[src/rtl/ipv4rf_pkg.sv]
// Types, constants and helper functions for the IPv4 header receive filter.
package ipv4rf_pkg;

  localparam int unsigned IDX_W = 4;

  localparam logic [IDX_W-1:0] HEADER_WORDS  = 4'd10;
  localparam logic [IDX_W-1:0] WORD_LENGTH   = 4'd1;
  localparam logic [IDX_W-1:0] WORD_FLAGS    = 4'd3;
  localparam logic [IDX_W-1:0] WORD_PROTOCOL = 4'd4;
  localparam logic [IDX_W-1:0] WORD_SRC_HI   = 4'd6;
  localparam logic [IDX_W-1:0] WORD_SRC_LO   = 4'd7;
  localparam logic [IDX_W-1:0] WORD_DST_HI   = 4'd8;
  localparam logic [IDX_W-1:0] WORD_LAST     = 4'd9;

  localparam int unsigned MF_BIT = 13;

  localparam logic [15:0] SUM_INIT  = 16'hFFFF;
  localparam logic [31:0] BROADCAST = 32'hFFFF_FFFF;

  localparam logic [7:0] PROTO_ICMP = 8'd1;
  localparam logic [7:0] PROTO_TCP  = 8'd6;
  localparam logic [7:0] PROTO_UDP  = 8'd17;

  typedef enum logic [1:0] {
    VERDICT_ACCEPT     = 2'd0,
    VERDICT_BAD_CSUM   = 2'd1,
    VERDICT_WRONG_DEST = 2'd2,
    VERDICT_FRAGMENT   = 2'd3
  } verdict_t;

  typedef enum logic [1:0] {
    CLASS_ICMP  = 2'd0,
    CLASS_UDP   = 2'd1,
    CLASS_TCP   = 2'd2,
    CLASS_OTHER = 2'd3
  } proto_class_t;

  typedef struct packed {
    logic [15:0] sum;
    logic        more_frags;
    logic [7:0]  protocol;
    logic [31:0] dest;
    logic [31:0] own_address;
  } hdr_status_t;

  typedef struct packed {
    verdict_t     verdict;
    proto_class_t proto_class;
  } hdr_result_t;

  function automatic logic [15:0] fold_add(input logic [15:0] acc, input logic [15:0] w);
    logic [16:0] s;
    s = {1'b0, acc} + {1'b0, w};
    return s[15:0] + {15'd0, s[16]};
  endfunction

endpackage

[src/rtl/ipv4rf_verdict.sv]
// Priority checks and protocol classification for a completed IPv4 header.
module ipv4rf_verdict (
  input  ipv4rf_pkg::hdr_status_t status,
  output ipv4rf_pkg::hdr_result_t result
);

  logic csum_bad;
  logic dest_bad;

  assign csum_bad = (status.sum != ipv4rf_pkg::SUM_INIT);
  assign dest_bad = (status.own_address != 32'd0) &&
                    (status.dest != ipv4rf_pkg::BROADCAST) &&
                    (status.dest != status.own_address);

  always_comb begin
    priority if (csum_bad) begin
      result.verdict = ipv4rf_pkg::VERDICT_BAD_CSUM;
    end else if (dest_bad) begin
      result.verdict = ipv4rf_pkg::VERDICT_WRONG_DEST;
    end else if (status.more_frags) begin
      result.verdict = ipv4rf_pkg::VERDICT_FRAGMENT;
    end else begin
      result.verdict = ipv4rf_pkg::VERDICT_ACCEPT;
    end
    unique case (status.protocol)
      ipv4rf_pkg::PROTO_ICMP: result.proto_class = ipv4rf_pkg::CLASS_ICMP;
      ipv4rf_pkg::PROTO_UDP:  result.proto_class = ipv4rf_pkg::CLASS_UDP;
      ipv4rf_pkg::PROTO_TCP:  result.proto_class = ipv4rf_pkg::CLASS_TCP;
      default:                result.proto_class = ipv4rf_pkg::CLASS_OTHER;
    endcase
  end

endmodule

[src/rtl/ipv4_header_receive_filter.sv]
// A header word is registered on accept; the tenth word's result is then registered.
// Throughput: one header word per cycle unless stalled; one input stage feeds the result register.
// The input stage stalls only when a result is due while the result register is still held.
// Reset (rst_n low, synchronous): clears word count, sum to 0xFFFF, own address and all valids.
// Held header fields are not reset; they are always captured before a result uses them.
module ipv4_header_receive_filter (
  input  logic        clk,
  input  logic        rst_n,
  input  logic        cfg_wr_en,
  input  logic [31:0] cfg_wr_data,   // own_address
  input  logic        in_tvalid,
  output logic        in_tready,
  input  logic [15:0] in_tdata,      // [15:0] header_word
  input  logic        in_tuser,      // [0] start_of_header
  output logic        out_tvalid,
  input  logic        out_tready,
  output logic [55:0] out_tdata      // [1:0] verdict, [3:2] protocol_class,
                                     // [35:4] source_address, [51:36] total_length, [55:52] zero
);

  logic [31:0] own_address_r;

  logic        stg_valid_r;
  logic [15:0] stg_word_r;
  logic        stg_start_r;

  logic [ipv4rf_pkg::IDX_W-1:0] word_index_r;
  logic [ipv4rf_pkg::IDX_W-1:0] word_index_nxt;
  logic [15:0]                  sum_r;
  logic [15:0]                  sum_nxt;
  logic [15:0]                  length_r;
  logic                         mf_r;
  logic [7:0]                   protocol_r;
  logic [31:0]                  source_r;
  logic [15:0]                  dest_hi_r;

  logic                         out_valid_r;
  logic [55:0]                  out_data_r;

  logic [ipv4rf_pkg::IDX_W-1:0] eff_idx;
  logic [15:0]                  sum_base;
  logic                         active;
  logic                         produces;
  logic                         out_free;
  logic                         stg_go;

  ipv4rf_pkg::hdr_status_t status;
  ipv4rf_pkg::hdr_result_t result;

  assign eff_idx  = stg_start_r ? '0 : word_index_r;
  assign sum_base = stg_start_r ? ipv4rf_pkg::SUM_INIT : sum_r;
  assign active   = (eff_idx < ipv4rf_pkg::HEADER_WORDS);
  assign produces = active && (eff_idx == ipv4rf_pkg::WORD_LAST);
  assign out_free = !out_valid_r || out_tready;
  assign stg_go   = stg_valid_r && (!produces || out_free);

  assign in_tready = !stg_valid_r || stg_go;

  assign sum_nxt        = ipv4rf_pkg::fold_add(sum_base, stg_word_r);
  assign word_index_nxt = eff_idx + 4'd1;

  assign status.sum         = sum_nxt;
  assign status.more_frags  = mf_r;
  assign status.protocol    = protocol_r;
  assign status.dest        = {dest_hi_r, stg_word_r};
  assign status.own_address = own_address_r;

  ipv4rf_verdict u_verdict (
    .status (status),
    .result (result)
  );

  always_ff @(posedge clk) begin
    if (!rst_n) begin
      own_address_r <= 32'd0;
    end else if (cfg_wr_en) begin
      own_address_r <= cfg_wr_data;
    end
  end

  always_ff @(posedge clk) begin
    if (!rst_n) begin
      stg_valid_r <= 1'b0;
    end else if (in_tready) begin
      stg_valid_r <= in_tvalid;
    end
  end

  always_ff @(posedge clk) begin
    if (in_tready && in_tvalid) begin
      stg_word_r  <= in_tdata;
      stg_start_r <= in_tuser;
    end
  end

  always_ff @(posedge clk) begin
    if (!rst_n) begin
      word_index_r <= '0;
      sum_r        <= ipv4rf_pkg::SUM_INIT;
    end else if (stg_go && active) begin
      word_index_r <= word_index_nxt;
      sum_r        <= sum_nxt;
    end
  end

  always_ff @(posedge clk) begin
    if (stg_go && active) begin
      unique case (eff_idx)
        ipv4rf_pkg::WORD_LENGTH:   length_r   <= stg_word_r;
        ipv4rf_pkg::WORD_FLAGS:    mf_r       <= stg_word_r[ipv4rf_pkg::MF_BIT];
        ipv4rf_pkg::WORD_PROTOCOL: protocol_r <= stg_word_r[7:0];
        ipv4rf_pkg::WORD_SRC_HI:   source_r[31:16] <= stg_word_r;
        ipv4rf_pkg::WORD_SRC_LO:   source_r[15:0]  <= stg_word_r;
        ipv4rf_pkg::WORD_DST_HI:   dest_hi_r  <= stg_word_r;
        default: ;
      endcase
    end
  end

  always_ff @(posedge clk) begin
    if (!rst_n) begin
      out_valid_r <= 1'b0;
    end else if (stg_go && produces) begin
      out_valid_r <= 1'b1;
    end else if (out_tready) begin
      out_valid_r <= 1'b0;
    end
  end

  always_ff @(posedge clk) begin
    if (stg_go && produces) begin
      out_data_r <= {4'd0, length_r, source_r, result.proto_class, result.verdict};
    end
  end

  assign out_tvalid = out_valid_r;
  assign out_tdata  = out_data_r;

endmodule

[config.mk]
export PLATFORM = sky130hd
export DESIGN_NAME = ipv4_header_receive_filter
export DESIGN_NICKNAME = d
export VERILOG_FILES = /design/src/rtl/ipv4rf_pkg.sv /design/src/rtl/ipv4rf_verdict.sv /design/src/rtl/ipv4_header_receive_filter.sv
export SDC_FILE = /design/constraint.sdc
export NUM_CORES = 1
export LEC_CHECK = 0
export BUFFER_PORTS_ARGS = -buffer_cell sky130_fd_sc_hd__buf_2
export CAP_MARGIN = 20
export CORE_ASPECT_RATIO = 1.1
export CORE_MARGIN = 2
export CORE_UTILIZATION = 50
export DETAILED_ROUTE_END_ITERATION = 7
export GPL_ROUTABILITY_DRIVEN = 0
export PLACE_DENSITY = 0.71
export SLEW_MARGIN = 20
export SYNTH_ARGS = -nofsm -noshare
export SYNTH_HDL_FRONTEND = slang
export SYNTH_SLANG_ARGS = --single-unit
[constraint.sdc]
create_clock -name clk -period 11.7 [get_ports clk]
set_clock_uncertainty 0.05 [all_clocks]
set_input_delay 3.51 -clock clk [delete_from_list [all_inputs] [get_ports clk]]
set_output_delay 3.51 -clock clk [all_outputs]
set_load 0.005 [all_outputs]
==> results by group <==
Setup path
  – Critical R2R Capture: out_tdata[0]
  – Most used cell, CP: buf_2
  – Crit path DAT: 4.22 ns
  – Critical Path Max Stage Delay: 0.30 ns
  – Crit path capture: in_tready
  – CP startpoint kind: primary input
  – WP data required: 8.14 ns
  – CP Max Fanout: 4
  – Reg2Reg Setup Slack: 6.07 ns
  – Cells on worst reg2reg path: 18
  – Critical path class: in2out
  – Slowest cell on crit path: nor2b_1
  – Reg2reg start: stg_start_r
  – CP Cell Sequence: buf_2 -> nor2b_1 -> nand3_1 -> buf_2
  – Critical path startpoint: out_tready
  – Worst Setup End Kind: output pin

Global routing
  – GRT Total Usage: 20.94%
  – Total gr overflow: 0
  – Initial antenna violation count: 0
  – First-pass GRT wire length: 28.92 mm
  – Number of global-route vias before repair: 5556
  – Largest net degree at the start of global routing: 57

Finish
  – Non-Filler Instances: 1022
  – Ant. Diodes: 0
  – Area grow syn2layout: 15.23%
  – Nets: 854
  – Share of cells above drive strength 1: 22.34%
  – Post-route cell area: 0.009957 sq mm
  – Utilization after layout: 58.73%

Die
  – Die Width: 129.3 um
  – IO Count: 112
  – Starting Density: 50.97%
  – Die area: 0.01835 sq mm
  – Row cnt: 50
  – Core ar.: 0.01695 sq mm
  – Die Span Y: 141.9 um

Synth
  – Most common cell in the netlist: edfxtp_1
  – Top cell type's share of synthesized area: 49.35%
  – Area contributors post-synth: edfxtp_1 49%, dfxtp_1 13%, mux2i_1 3.8%
  – Synth Area in XOR/XNOR: 4.865%
  – Cell taking the most area after synthesis: edfxtp_1
  – Synthesized flop and latch total: 196
  – Simple-Gate Fraction of Synth Area: 15.33%
  – Mux share of post-synthesis cell area: 3.823%
  – FFs w/ async S/R, synth: 0%
  – Post-synthesis cell area: 0.008641 sq mm
  – Top_reg_cell synth: edfxtp_1
  – Post-synth top cells: 142 x edfxtp_1, 54 x dfxtp_1, 42 x nor2b_1
  – Mean post-synth cell area: 12.88 sq um
  – Yosys cell types: 67
  – Post-synthesis cell count: 671
  – Compound-cell area share of the yosys netlist: 8.065%
  – Sequential area share after synthesis: 61.86%
  – Adder-cell share of the synthesized area: 3.707%
  – Largest family of logic cells by synthesized area: simple AND/OR/NAND/NOR gates
  – Number of flops mapped to enable cells by yosys: 142
  – Yosys warning count: 0

STA
  – Min Hold Slack: 0.3665 ns
  – Worst-margin pin slew: 1.090 ns
  – Final period utilization: 66.50%
  – Setup tns final: 0 ns
  – Slew headroom: 27.33%
  – Setup violations, final: 0
  – Post-route minimum period: 7.781 ns
  – Final worst-path setup slack: 3.919 ns
  – Final Hold Fails: 0
  – RSZ-0062 raised after global routing: false
  – Fin. max-slew vios: 0
  – Max Freq: 128.5 MHz

Detailed routing
  – Vias: 5768
  – Iter 0 DRT Violations: 571
  – Routed len/inst: 18.54 um
  – Pre-antenna DRT Iters: 5
  – Via-to-Cell Ratio: 5.644
  – DRC Markers: 0
  – Post-route ant nets: 0
  – Routed wire length: 18.94 mm

Clock network
  – Post-CTS setup buffer count: 0
  – CTS buffer count: 17
  – Clk pin slew, worst setup/hold paths: 0.07 ns
  – TritonCTS clock tree: done
  – Insertion delay to the later sink of the worst-skew pair: 0.43 ns
  – Clk buf depth: 2
  – CTS HTree Levels: 4
  – Clk sinks: 196
  – CTS root buf: clkbuf_16
  – CTS-repair resized insts: 0
  – Cts hold-fix bufs: 0

Pwr
  – P per Cell Area: 157.4 mW/mm^2
  – Power consumption: 1.567 mW
  – Worst vdd ir: 0.1052 mV
  – Leak: 3.706 nW

Placement
  – DPL Wire Length: 13.26 mm
  – PortBufs: 107
  – Placed inst area: 0.009356 sq mm
  – Placed cells: 990
  – Setup Slack @ Placement: 3.998 ns

Hold path
  – Hold Path Class: reg2reg

Run status
  – Run status: completed

Flow run
  – Max_cap viols: 0
-- worst min-delay path by stage --
stage,start,end,cells after the start,slack [ns]
after floorplan,source_r[6],out_tdata[10],0,0.35
after global placement,source_r[21],out_tdata[25],0,0.35
after detailed placement,source_r[27],out_tdata[31],0,0.35
after CTS,source_r[27],out_tdata[31],0,0.37
after global routing,source_r[27],out_tdata[31],0,0.37
final,source_r[27],out_tdata[31],0,0.37
-- flip-flops by register name (all words and copies together), names as in the netlist --
register and flops:
sum_r 16, protocol_r 8, out_tdata 52, stg_valid_r 1, own_address_r 32, dest_hi_r 16
source_r 32, length_r 16, out_tvalid 1, stg_start_r 1, word_index_r 4, stg_word_r 16
mf_r 1
-- layout make-up --
type / instances / area [sq um]
fillers: 1347 / 6997
flip-flops and latches: 196 / 5345
multi-input cells: 438 / 3129
repair buffers: 109 / 550.5
clock buffers: 17 / 425.4
well taps: 234 / 292.8
clock inverters: 15 / 165.2
inverters: 13 / 48.80
-- logic make-up (layout without fill, tap and decap cells) --
logic type / count (synthesis) / after routing
AND/OR/NAND/NOR: 235 / 235
flip-flops: 196 / 196
AO/OA/AOI/OAI: 93 / 93
XOR/XNOR: 48 / 48
buffers and inverters: 40 / 154
multiplexers: 33 / 33
adder cells (fa/ha/maj): 25 / 25
other: 1 / 4
-- worst max-delay path: cells and delay by family --
family                 cells  cell delay, ns
AND/OR/NAND/NOR            2            0.43
buffers and inverters      2            0.27
-- layer usage --
layer | up-vias | global-route usage (%) | part of all wire [%]
met3 | 45 | 4.563 | 7.5
met2 | 259 | 33.38 | 47
li1 | 2717 | - | -
met4 | 0 | 9.325 | 3.0
met1 | 2747 | 27.57 | 42
met5 | - | 0 | 0
-- cell usage in the layout (no fill, tap or decap), drive strengths merged, types with 8 or more instances in the layout --
master | synthesis | layout
a21oi | 17 | 17
and2 | 11 | 11
buf | 12 | 109
clkbuf | 15 | 17
dfxtp | 54 | 54
edfxtp | 142 | 142
ha | 24 | 24
inv | 13 | 22
mux2i | 33 | 33
nand2 | 39 | 39
nand3 | 14 | 14
nand4 | 16 | 16
nor2 | 33 | 33
nor2b | 42 | 42
nor3 | 11 | 11
nor4 | 25 | 25
o211ai | 8 | 8
o21ai | 17 | 17
or2 | 19 | 19
xnor2 | 11 | 11
xor2 | 37 | 37
-- report_power, final --
part / total, mW / switching [mW] / internal [mW]
logic: 0.198 / 0.116 / 0.0813
registers: 0.789 / 0.0288 / 0.761
clock network: 0.580 / 0.275 / 0.305
No activity file was read; power rests on OpenSTA's default activity.
